`src/hdl/hfi_pkg.sv`:
```
// ----------------------------------------------------------------------------
// hfi_pkg
// Shared types, sizes and rounding for the half-band interpolator by two.
// ----------------------------------------------------------------------------
package hfi_pkg;

    // filter geometry
    localparam int EVEN_TAPS    = 6;
    localparam int SAMPLE_WIDTH = 16;
    localparam int ODD_DELAY    = (EVEN_TAPS / 2) - 1;

    // coefficient format is fixed q1.15
    localparam int COEF_WIDTH = 16;
    localparam int FRAC_BITS  = 15;

    // full precision product and sum
    localparam int PROD_W    = COEF_WIDTH + SAMPLE_WIDTH;
    localparam int ACC_W     = PROD_W + $clog2(EVEN_TAPS);
    localparam int TAP_IDX_W = $clog2(EVEN_TAPS);

    // configuration register map
    localparam int CFG_IDX_W = 3;
    localparam logic [CFG_IDX_W-1:0] CFG_CENTRE_COEF = 3'd6;

    typedef logic signed [SAMPLE_WIDTH-1:0] sample_t;
    typedef logic signed [COEF_WIDTH-1:0]   coef_t;
    typedef logic signed [PROD_W-1:0]       prod_t;
    typedef logic signed [ACC_W-1:0]        acc_t;

    // control for the row of cells
    typedef struct packed {
        logic shift;   // push a new sample into the history
        logic rotate;  // circulate sample and tap one place toward cell 0
    } cell_ctrl_t;

    // round to nearest (ties up), then saturate to the sample width
    function automatic sample_t round_sat(input acc_t acc);
        localparam logic signed [ACC_W:0] RND =
            {{(ACC_W + 1 - FRAC_BITS){1'b0}}, 1'b1, {(FRAC_BITS - 1){1'b0}}};
        localparam logic signed [ACC_W:0] SMAX =
            {{(ACC_W + 2 - SAMPLE_WIDTH){1'b0}}, {(SAMPLE_WIDTH - 1){1'b1}}};
        localparam logic signed [ACC_W:0] SMIN = ~SMAX;
        logic signed [ACC_W:0] v;
        logic signed [ACC_W:0] q;
        sample_t res;
        v = {acc[ACC_W-1], acc} + RND;
        q = v >>> FRAC_BITS;
        if (q > SMAX)
        begin
            res = SMAX[SAMPLE_WIDTH-1:0];
        end
        else if (q < SMIN)
        begin
            res = SMIN[SAMPLE_WIDTH-1:0];
        end
        else
        begin
            res = q[SAMPLE_WIDTH-1:0];
        end
        return res;
    endfunction

endpackage

```
`src/hdl/hfi_if.sv`:
```
// ----------------------------------------------------------------------------
// hfi_if
// Valid/ready channels of the interpolator: sample in, pair out, config.
// ----------------------------------------------------------------------------
interface hfi_in_if
    import hfi_pkg::*;
();
    logic    valid;
    logic    ready;
    sample_t sample_in;

    modport source (output valid, output sample_in, input ready);
    modport sink   (input valid, input sample_in, output ready);
endinterface

interface hfi_out_if
    import hfi_pkg::*;
();
    logic    valid;
    logic    ready;
    sample_t even_out;
    sample_t odd_out;

    modport source (output valid, output even_out, output odd_out, input ready);
    modport sink   (input valid, input even_out, input odd_out, output ready);
endinterface

interface hfi_cfg_if
    import hfi_pkg::*;
();
    logic                 valid;
    logic                 ready;
    logic [CFG_IDX_W-1:0] index;
    coef_t                data;

    modport source (output valid, output index, output data, input ready);
    modport sink   (input valid, input index, input data, output ready);
endinterface

```
`src/hdl/hfi_cell.sv`:
```
// ----------------------------------------------------------------------------
// hfi_cell
// One tap of the row: holds one history sample and its even-branch tap.
// ----------------------------------------------------------------------------
module hfi_cell
    import hfi_pkg::*;
(
    input  logic       clk,
    input  logic       rst_n,
    input  cell_ctrl_t ctrl,
    input  logic       cfg_we,
    input  coef_t      cfg_data,
    input  sample_t    shift_sample,
    input  sample_t    rot_sample,
    input  coef_t      rot_coef,
    output sample_t    sample,
    output coef_t      coef
);

    sample_t sample_reg;
    sample_t sample_next;
    coef_t   coef_reg;
    coef_t   coef_next;

    // next contents: shift in history, rotate for the mac pass, or load a tap
    always_comb
    begin
        sample_next = sample_reg;
        coef_next   = coef_reg;
        if (ctrl.shift)
        begin
            sample_next = shift_sample;
        end
        else if (ctrl.rotate)
        begin
            sample_next = rot_sample;
            coef_next   = rot_coef;
        end
        if (cfg_we)
        begin
            coef_next = cfg_data;
        end
    end

    // storage, history cleared at reset
    always_ff @(posedge clk or negedge rst_n)
    begin
        if (!rst_n)
        begin
            sample_reg <= '0;
            coef_reg   <= '0;
        end
        else
        begin
            sample_reg <= sample_next;
            coef_reg   <= coef_next;
        end
    end

    assign sample = sample_reg;
    assign coef   = coef_reg;

endmodule

```
`src/hdl/hfi_mac.sv`:
```
// ----------------------------------------------------------------------------
// hfi_mac
// Multiply-accumulate fed by the head of the cell row, product registered.
// ----------------------------------------------------------------------------
module hfi_mac
    import hfi_pkg::*;
(
    input  logic    clk,
    input  logic    rst_n,
    input  logic    clear,
    input  logic    mul_en,
    input  coef_t   coef,
    input  sample_t sample,
    output acc_t    acc
);

    prod_t prod_reg;
    prod_t prod_next;
    logic  prod_vld_reg;
    logic  prod_vld_next;
    acc_t  acc_reg;
    acc_t  acc_next;

    // product stage then accumulate stage
    always_comb
    begin
        prod_next     = mul_en ? coef * sample : prod_reg;
        prod_vld_next = mul_en && !clear;
        acc_next      = acc_reg;
        if (clear)
        begin
            acc_next = '0;
        end
        else if (prod_vld_reg)
        begin
            acc_next = acc_reg + ACC_W'(prod_reg);
        end
    end

    always_ff @(posedge clk or negedge rst_n)
    begin
        if (!rst_n)
        begin
            prod_vld_reg <= 1'b0;
            acc_reg      <= '0;
        end
        else
        begin
            prod_vld_reg <= prod_vld_next;
            acc_reg      <= acc_next;
        end
    end

    // product register carries no control meaning
    always_ff @(posedge clk)
    begin
        prod_reg <= prod_next;
    end

    assign acc = acc_reg;

endmodule

```
`src/hdl/halfband_interpolator_by_two.sv`:
```
// ----------------------------------------------------------------------------
// halfband_interpolator_by_two
// Polyphase half-band interpolator by two over a row of tap cells.
// ----------------------------------------------------------------------------
// Usage:
//   in_ch  : one input sample per beat (sample_in, q1.15).
//   out_ch : one beat per input, even_out then odd_out in time order.
//   cfg    : index 0..5 writes even taps 0..5, index 6 the centre tap;
//            other indexes are dropped. cfg.ready is always high; write
//            only while no sample is in flight.
// Sequence:
//   an input beat starts one rotation of the cell row, which feeds the
//   single multiply-accumulate one tap per cycle (states RUN, DRAIN, DONE);
//   the pair is then registered onto out_ch. No new sample is taken until
//   that result has been loaded into the output register.
// Reset:
//   history and taps clear to zero, out_ch.valid drops, in_ch.ready rises.
// Stall:
//   a result waits in the output register while the next sample is taken
//   and processed; that sample's result is held back until the receiver
//   takes the waiting beat, and no new sample is taken until then.
// ----------------------------------------------------------------------------
module halfband_interpolator_by_two
    import hfi_pkg::*;
(
    input logic       clk,
    input logic       rst_n,
    hfi_in_if.sink    in_ch,
    hfi_out_if.source out_ch,
    hfi_cfg_if.sink   cfg
);

    typedef enum logic [1:0] {
        ST_IDLE,
        ST_RUN,
        ST_DRAIN,
        ST_DONE
    } state_t;

    state_t               state_reg;
    state_t               state_next;
    logic [TAP_IDX_W-1:0] cnt_reg;
    logic [TAP_IDX_W-1:0] cnt_next;
    logic                 out_valid_reg;
    logic                 out_valid_next;
    sample_t              even_reg;
    sample_t              even_next;
    sample_t              odd_reg;
    sample_t              odd_next;
    coef_t                centre_reg;
    coef_t                centre_next;
    prod_t                odd_prod_reg;
    prod_t                odd_prod_next;

    logic       in_beat;
    logic       load_out;
    logic       mul_en;
    cell_ctrl_t cell_ctrl;
    acc_t       acc;
    sample_t    cell_sample [EVEN_TAPS];
    coef_t      cell_coef   [EVEN_TAPS];

    assign in_ch.ready = (state_reg == ST_IDLE);
    assign in_beat     = in_ch.valid && in_ch.ready;
    assign cfg.ready   = 1'b1;
    assign mul_en      = (state_reg == ST_RUN);
    assign load_out    = (state_reg == ST_DONE) && (!out_valid_reg || out_ch.ready);

    assign cell_ctrl.shift  = in_beat;
    assign cell_ctrl.rotate = mul_en;

    // row of tap cells, ring closes from cell 0 back to the last cell
    for (genvar k = 0; k < EVEN_TAPS; k++)
    begin : g_cell
        localparam int NXT = (k + 1) % EVEN_TAPS;
        sample_t shift_src;
        logic    we;

        if (k == 0)
        begin : g_head
            assign shift_src = in_ch.sample_in;
        end
        else
        begin : g_body
            assign shift_src = cell_sample[k-1];
        end

        assign we = cfg.valid && (cfg.index == CFG_IDX_W'(k));

        hfi_cell u_cell (
            .clk          (clk),
            .rst_n        (rst_n),
            .ctrl         (cell_ctrl),
            .cfg_we       (we),
            .cfg_data     (cfg.data),
            .shift_sample (shift_src),
            .rot_sample   (cell_sample[NXT]),
            .rot_coef     (cell_coef[NXT]),
            .sample       (cell_sample[k]),
            .coef         (cell_coef[k])
        );
    end

    // even branch accumulator
    hfi_mac u_mac (
        .clk    (clk),
        .rst_n  (rst_n),
        .clear  (in_beat),
        .mul_en (mul_en),
        .coef   (cell_coef[0]),
        .sample (cell_sample[0]),
        .acc    (acc)
    );

    // sequencer, odd branch product and output register
    always_comb
    begin
        state_next     = state_reg;
        cnt_next       = cnt_reg;
        out_valid_next = out_valid_reg;
        even_next      = even_reg;
        odd_next       = odd_reg;
        centre_next    = centre_reg;
        odd_prod_next  = odd_prod_reg;

        if (cfg.valid && (cfg.index == CFG_CENTRE_COEF))
        begin
            centre_next = cfg.data;
        end

        if (out_valid_reg && out_ch.ready)
        begin
            out_valid_next = 1'b0;
        end

        unique case (state_reg)
            ST_IDLE:
            begin
                if (in_beat)
                begin
                    state_next = ST_RUN;
                    cnt_next   = '0;
                end
            end
            ST_RUN:
            begin
                // ring is at home on the first pass cycle
                if (cnt_reg == '0)
                begin
                    odd_prod_next = centre_reg * cell_sample[ODD_DELAY];
                end
                if (cnt_reg == TAP_IDX_W'(EVEN_TAPS - 1))
                begin
                    state_next = ST_DRAIN;
                end
                else
                begin
                    cnt_next = cnt_reg + 1'b1;
                end
            end
            ST_DRAIN:
            begin
                state_next = ST_DONE;
            end
            ST_DONE:
            begin
                if (load_out)
                begin
                    even_next      = round_sat(acc);
                    odd_next       = round_sat(ACC_W'(odd_prod_reg));
                    out_valid_next = 1'b1;
                    state_next     = ST_IDLE;
                end
            end
            default:
            begin
                state_next = ST_IDLE;
            end
        endcase
    end

    always_ff @(posedge clk or negedge rst_n)
    begin
        if (!rst_n)
        begin
            state_reg     <= ST_IDLE;
            cnt_reg       <= '0;
            out_valid_reg <= 1'b0;
            even_reg      <= '0;
            odd_reg       <= '0;
            centre_reg    <= '0;
            odd_prod_reg  <= '0;
        end
        else
        begin
            state_reg     <= state_next;
            cnt_reg       <= cnt_next;
            out_valid_reg <= out_valid_next;
            even_reg      <= even_next;
            odd_reg       <= odd_next;
            centre_reg    <= centre_next;
            odd_prod_reg  <= odd_prod_next;
        end
    end

    assign out_ch.valid    = out_valid_reg;
    assign out_ch.even_out = even_reg;
    assign out_ch.odd_out  = odd_reg;

endmodule

```
`src/flat_wrapper.sv`:
```
// flat-port wrapper written by rule: the top's interface ports become plain ports
module halfband_interpolator_by_two_flat import hfi_pkg::*;
  (clk, rst_n, in_ch_valid, in_ch_sample_in, in_ch_ready, out_ch_valid, out_ch_even_out, out_ch_odd_out, out_ch_ready, cfg_valid, cfg_index, cfg_data, cfg_ready);
  hfi_in_if in_ch_i ();
  hfi_out_if out_ch_i ();
  hfi_cfg_if cfg_i ();
  input logic clk;
  input logic rst_n;
  input wire logic [$bits(in_ch_i.valid)-1:0] in_ch_valid;
  input wire logic [$bits(in_ch_i.sample_in)-1:0] in_ch_sample_in;
  output wire logic [$bits(in_ch_i.ready)-1:0] in_ch_ready;
  output wire logic [$bits(out_ch_i.valid)-1:0] out_ch_valid;
  output wire logic [$bits(out_ch_i.even_out)-1:0] out_ch_even_out;
  output wire logic [$bits(out_ch_i.odd_out)-1:0] out_ch_odd_out;
  input wire logic [$bits(out_ch_i.ready)-1:0] out_ch_ready;
  input wire logic [$bits(cfg_i.valid)-1:0] cfg_valid;
  input wire logic [$bits(cfg_i.index)-1:0] cfg_index;
  input wire logic [$bits(cfg_i.data)-1:0] cfg_data;
  output wire logic [$bits(cfg_i.ready)-1:0] cfg_ready;
  assign in_ch_i.valid = in_ch_valid;
  assign in_ch_i.sample_in = in_ch_sample_in;
  assign in_ch_ready = in_ch_i.ready;
  assign out_ch_valid = out_ch_i.valid;
  assign out_ch_even_out = out_ch_i.even_out;
  assign out_ch_odd_out = out_ch_i.odd_out;
  assign out_ch_i.ready = out_ch_ready;
  assign cfg_i.valid = cfg_valid;
  assign cfg_i.index = cfg_index;
  assign cfg_i.data = cfg_data;
  assign cfg_ready = cfg_i.ready;
  halfband_interpolator_by_two u_core (.clk(clk), .rst_n(rst_n), .in_ch(in_ch_i), .out_ch(out_ch_i), .cfg(cfg_i));
endmodule
```
`config.mk`:
```
export PLATFORM = sky130hd
export DESIGN_NAME = halfband_interpolator_by_two_flat
export DESIGN_NICKNAME = d
export VERILOG_FILES = /design/src/hdl/hfi_pkg.sv /design/src/hdl/hfi_if.sv /design/src/hdl/hfi_cell.sv /design/src/hdl/hfi_mac.sv /design/src/hdl/halfband_interpolator_by_two.sv /design/src/flat_wrapper.sv
export SDC_FILE = /design/constraint.sdc
export NUM_CORES = 2
export LEC_CHECK = 0
export BUFFER_PORTS_ARGS = -buffer_cell sky130_fd_sc_hd__buf_4
export CORE_MARGIN = 10
export CORE_UTILIZATION = 25
export CTS_CLUSTER_DIAMETER = 100
export DETAILED_ROUTE_END_ITERATION = 10
export GPL_TIMING_DRIVEN = 0
export SYNTH_ARGS = -nofsm -noshare
export SYNTH_HDL_FRONTEND = slang
export SYNTH_HIERARCHICAL = 1
export SYNTH_SLANG_ARGS = --single-unit
```
`constraint.sdc`:
```
create_clock -name clk -period 7.2 [get_ports clk]
set_clock_uncertainty 0.05 [all_clocks]
set_input_delay 0.36 -clock clk [delete_from_list [all_inputs] [get_ports clk]]
set_output_delay 0.36 -clock clk [all_outputs]
set_load 0.005 [all_outputs]
```
# Word level (Yosys, flattened, before mapping)
# Index checks and enable logic that the tools add are counted.
# totals
register_bits	346
in_bits	40
out_inout_bits	35
wordCells	134
# classes
add_sub_neg	4
multipliers	2
n_lt_le_gt_ge	4
eq_ne	20
n_mux	46
reduce_logical	36
# op_table
op	count
16-bit two-way mux	34
35-bit two-way mux	2
16-bit by 16-bit multiplier with 32-bit output	2
35-bit by 16-bit adder with 36-bit output, second input constant	1
35-bit by 32-bit adder with 35-bit output	1
32-bit by 16-bit adder with 33-bit output, second input constant	1
21-bit by 16-bit > comparator with 1-bit output, second input constant	1
21-bit by 16-bit < comparator with 1-bit output, second input constant	1
18-bit by 16-bit > comparator with 1-bit output, second input constant	1
18-bit by 16-bit < comparator with 1-bit output, second input constant	1
2-bit nonzero test	9
2-bit by 1-bit != test with 1-bit output, second input constant	8
2-bit AND reduction	8
3-bit equality test, second input constant	4
1-bit logical AND	11
2-bit one-hot mux with 4 select lines	1
3-bit by 2-bit equality test with 1-bit output, second input constant	2
3-bit logical NOT	2
2-bit two-way mux	3
3-bit two-way mux	2
3-bit one-hot mux with 2 select lines	1
3-bit AND reduction	2
2-bit equality test, second input constant	2
2-bit != test, second input constant	2
7 further kinds	10

# Longest topological paths before layout
# depth
ltp_word	5
depth_mapped	25
ltp_nobuf	23

# Hierarchy
# Netlist, hierarchy kept.
# by_module_without_submodules
module	n_inst	cells_each	area_per_inst_um2	seq_area_each_um2
hfi_mac	1	1530	14176.1	1861.8
halfband_interpolator_by_two	1	1427	13426.6	1801.7
hfi_cell	6	159	1719.1	800.8

# Worst setup path after synthesis
# OpenSTA, ideal clock, no wires.
# synth_timing
kind	reg2reg
start	register u_core.g_cell[0].u_cell.coef_reg[15]
end	register u_core.u_mac.prod_reg[31] (data pin)
setup_time_ns	0.260
arrival_time_ns	5.885
required_ns	6.890
path_slack_ns	1.005
stages_incl_launch_ff	23
n_path_buf	1
period_less_slack_ns	6.195
cell_sequence	dfrtp_1 clkbuf_1 nand2_1 fa_1 inv_1 fa_1 inv_1 fa_1 inv_1 fa_1 inv_1 fa_1 fa_1 inv_1 ha_1 o21ai_0 nor2b_1 nor3_1 a211oi_1 o211ai_1 a31oi_1 o21bai_1 xnor2_1
# synth_via
elab_chain_cells	1
# synth_rtl
element	line_no	source
from (decl)	hfi_cell.sv:22	coef_t coef_reg;
from (signal assigned)	hfi_cell.sv:56	coef_reg <= coef_next;
16-bit by 16-bit multiplier with 32-bit output	hfi_mac.sv:27	prod_next = mul_en ? coef * sample : prod_reg;
to (signal assigned)	hfi_mac.sv:57	prod_reg <= prod_next;
to (decl)	hfi_mac.sv:17	prod_t prod_reg;
# Every way passes these cells.
# A chain may end at the register's enable or synchronous reset.

# Final worst setup path
# layout_timing
start	register u_core.g_cell[2].u_cell.sample_reg[13]
end	register u_core.odd_prod_reg[27]
# layout_via
elab_chain_cells	1
# layout_rtl
element	line_no	source
from (decl)	hfi_cell.sv:20	sample_t sample_reg;
from (signal assigned)	hfi_cell.sv:55	sample_reg <= sample_next;
16-bit by 16-bit multiplier with 32-bit output	halfband_interpolator_by_two.sv:150	odd_prod_next = centre_reg * cell_sample[ODD_DELAY];
to (signal assigned)	halfband_interpolator_by_two.sv:202	odd_prod_reg <= odd_prod_next;
to (decl)	halfband_interpolator_by_two.sv:52	prod_t odd_prod_reg;
# Every way passes these cells.

==> results.yml <==
min_path:
  min-delay-path-class: "input pin to flop"
clock_network:
  clock_tree.root_cell: "sky130_fd_sc_hd__clkbuf_16"
  htree_num_levels: 2
  cts_tree: "yes"
  cts_buffers: 43
  insertion_delay_ns: 0.62
  cts_buffer_depth: 3
  clk_transition_reported_paths_ns: 0.06
  cts_num_sinks: 332
synth:
  muxShareOfSynthArea_pct: 3.983
  yosys.area.top_type: "sky130_fd_sc_hd__fa_1"
  ys_ff_latch: 332
  syn_nets: 4679
  sequential_fraction_of_the_synthesis_area_pct: 22.33
  post_synth_num_cell_types: 95
  synth.cell_area_um2: 37920
  synth_warnings: 6
  synth_area_leaders: "sky130_fd_sc_hd__fa_1 (28%), sky130_fd_sc_hd__dfrtp_1 (20%), sky130_fd_sc_hd__inv_1 (7.5%)"
  post_synth_inst_count: 3911
  share_of_the_synthesized_area_in_the_top_cell_type_pct: 27.67
  synth_enable_flop_cells: 32
  synthAdderAreaFrac_pct: 34.40
  yosys.area_share.simple_pct: 16.35
  post_synth_xor_area_fraction_pct: 2.518
  ys.flop_type: "sky130_fd_sc_hd__dfrtp_1"
  syn_avg_cell_area_um2: 9.695
  main_combinational_cell_family_by_area_after_synthesis: "adder cells"
  synth_compound_gate_area_share_pct: 10.41
  synth-async-reset-ratio_pct: 90.36
critical_path:
  timing.setup.critical_path_class: "flop to flop"
  crit_path_cell_trace: "clkbuf_1 -> and2_1 -> fa_1 -> fa_1 -> fa_1 -> fa_1 -> fa_1 -> inv_1 -> fa_1 -> inv_1 -> ha_1 -> a21o_1 -> a2111oi_0 -> and3b_1 -> nor3_1 -> nor3_1 -> xor2_1 -> o21ai_0"
  cpLargestDelayFamily: "adder cells"
  path_common_cell: "sky130_fd_sc_hd__fa_1"
  data_required_time_of_the_worst_path_ns: 7.61
  crit_slowest_cell: "sky130_fd_sc_hd__dfrtp_1"
  start_kind: "flop"
  cp.buffers_inverters: 3
  cp_max_fo: 10
  critical-path-max-stage-delay_ns: 0.65
  type_of_element_capturing_the_critical_path: "flop"
  critical_path_arrival_ns: 7.38
flow_run:
  timing.max_cap.violations: 0
finish:
  commonest_non_fill_non_tap_cells_in_the_layout: "sky130_fd_sc_hd__inv_1 (755), sky130_fd_sc_hd__fa_1 (522), sky130_fd_sc_hd__nand2_1 (514), sky130_fd_sc_hd__dfrtp_1 (290), sky130_fd_sc_hd__and2_1 (249)"
  layout-area-overhead-vs-synth_pct: 13.16
  n_fill_cell: 15930
  most_common_cell_after_layout_fill_and_taps_aside: "sky130_fd_sc_hd__inv_1"
  post_route_cells_drive_above_1_share_pct: 9.684
  layout.nets: 4816
  final_cell_area_um2: 42910
  post-route-util_pct: 28.55
drt:
  post_drt_wl_per_cell_um: 17.07
  drt-initial-drc-count: 1955
  antenna_left: 0
  postRouteWirelength_um: 104100
  firstDrtPassIters: 8
  vias_per_cell: 4.597
  post-route-drc-count: 0
  via_count: 28040
grt:
  grt_start_max_net_pins: 108
  grt_pass1_vias: 29350
  first_pass_grt_wire_length_um: 166900
  grt-ovfl-total: 0
  antenna_found_initial: 3
  grt_use_total_pct: 12.34
placed_design:
  placed_cell_area_um2: 41110
  numPortBuffers: 73
  hpwlAfterDp_um: 82150
  place.gp.congestion: 0.8740
timing:
  slew-limit-headroom_pct: 38.64
  fmax_mhz: 143.5
  final_period_minus_worst_setup_slack_ns: 6.968
  finalSetupViolations: 0
  period_share_pct: 96.78
  final-hold-violation-count: 0
  unrepaired_setup_endpoints_after_global_routing: "true"
  max_slew.worst_pin.slew_ns: 0.9204
  slew_viol_final: 0
floorplan:
  placementRows: 142
  boundaryPins: 75
  initial_utilization_pct: 25.23
  core_region_area_um2: 150300
  die-area_um2: 167600
  dieHeight_um: 409.5
  die_width_um: 409.5
outcome:
  run_status: "finished clean"
## worst paths after layout
kind	start	end	slack [ns]	depth (start not counted)
worst min register to register	u_core/out_ch.odd_out[15]	u_core/out_ch.odd_out[15]	0.44	1
min in group asynchronous	rst_n	u_core/odd_prod_reg[30]	0.18	2
max in group asynchronous	rst_n	u_core/u_mac/acc[34]	5.18	5
worst max register to register	u_core/g_cell[2].u_cell/sample[13]	u_core/odd_prod_reg[27]	0.23	18
worst min-delay path	in_ch_sample_in[14]	u_core/g_cell[0].u_cell/sample[14]	0.03	3
worst max-delay path	u_core/g_cell[2].u_cell/sample[13]	u_core/odd_prod_reg[27]	0.23	18
## worst reg2reg max path, cell delays in order (launching register included)
cell and delay [ns]:
sky130_fd_sc_hd__dfrtp_1 0.65, sky130_fd_sc_hd__clkbuf_1 0.49, sky130_fd_sc_hd__and2_1 0.23, sky130_fd_sc_hd__fa_1 0.44
sky130_fd_sc_hd__fa_1 0.53, sky130_fd_sc_hd__fa_1 0.56, sky130_fd_sc_hd__fa_1 0.54, sky130_fd_sc_hd__fa_1 0.54
sky130_fd_sc_hd__inv_1 0.05, sky130_fd_sc_hd__fa_1 0.53, sky130_fd_sc_hd__inv_1 0.04, sky130_fd_sc_hd__ha_1 0.38
sky130_fd_sc_hd__a21o_1 0.21, sky130_fd_sc_hd__a2111oi_0 0.52, sky130_fd_sc_hd__and3b_1 0.32, sky130_fd_sc_hd__nor3_1 0.08
sky130_fd_sc_hd__nor3_1 0.39, sky130_fd_sc_hd__xor2_1 0.20, sky130_fd_sc_hd__o21ai_0 0.09
## metrics by stage
step / setup TNS [ns] / hold WS (ns) / setup WS (ns) / std cells
after global routing: -0.03686 / 0.04069 / -0.02480 / 6095
after global placement: -0.8282 / 0.4164 / -0.5384 / 6000
after detailed placement: -0.9761 / 0.2190 / -0.5778 / 6004
after CTS: 0 / 0.0007278 / 0.04989 / 6096
after floorplan: 0 / 0.01441 / 1.005 / 3911
final: 0 / 0.02997 / 0.2316 / 6099
## kinds of logic after synthesis
kind of cell,count (synthesis)
flip-flops,332
XOR/XNOR,109
adder cells (fa/ha/maj),728
AND/OR/NAND/NOR,1151
other,1
AO/OA/AOI/OAI,507
buffers and inverters,936
multiplexers,147
## cell type report
class	count	area, um^2	area share, %
Multi-Input combinational cell	2643	25700	59.89
Sequential cell	332	8481	19.77
Inverter	755	2834	6.605
Tap cell	2016	2522	5.879
Clock buffer	48	1135	2.645
Buffer	178	987.2	2.301
Timing Repair Buffer	95	833.3	1.942
Clock inverter	28	406.6	0.9477
Antenna cell	4	10.01	0.02333
## repair_timing
item | CTS | global route
hold buffers | 16 | 0
pin swaps | 0 | 1
endpoints found under the hold margin | 65 | 0
setup endpoints to repair | 6 | 11
resized for setup | 9 | 65
cloned | 0 | 0
setup buffers | 0 | 2
## cell usage after synthesis, drive strengths merged, types with 8 or more instances
cell	count
a31oi	15
o311ai	102
nor2b	14
ha	204
nand4	18
buf	70
nand3b	8
a221o	14
fa	524
a21o	28
o21a	10
inv	755
mux2i	116
a21oi	72
a211oi	17
o31ai	8
and2	250
nand4bb	96
and4	9
clkbuf	111
dfrtp	300
nand2	515
o21ai	177
nand2b	26
nand3	40
mux2	31
nor2	101
xor2	35
nor3	27
o21bai	9
and3	11
edfxtp	32
xnor2	74
o211ai	11
## routing by layer
layer | vias to the layer above | share of wire (%) | GRT usage, %
li1 | 12840 | - | -
met4 | 0 | 2.4 | 3.198
met3 | 143 | 5.5 | 1.560
met5 | - | 0 | 0
met2 | 771 | 46 | 19.98
met1 | 14280 | 46 | 17.29
Power is left out: the tool's default activity adds up to more than one toggle a clock period on the data nets, which glitch-free logic cannot reach.
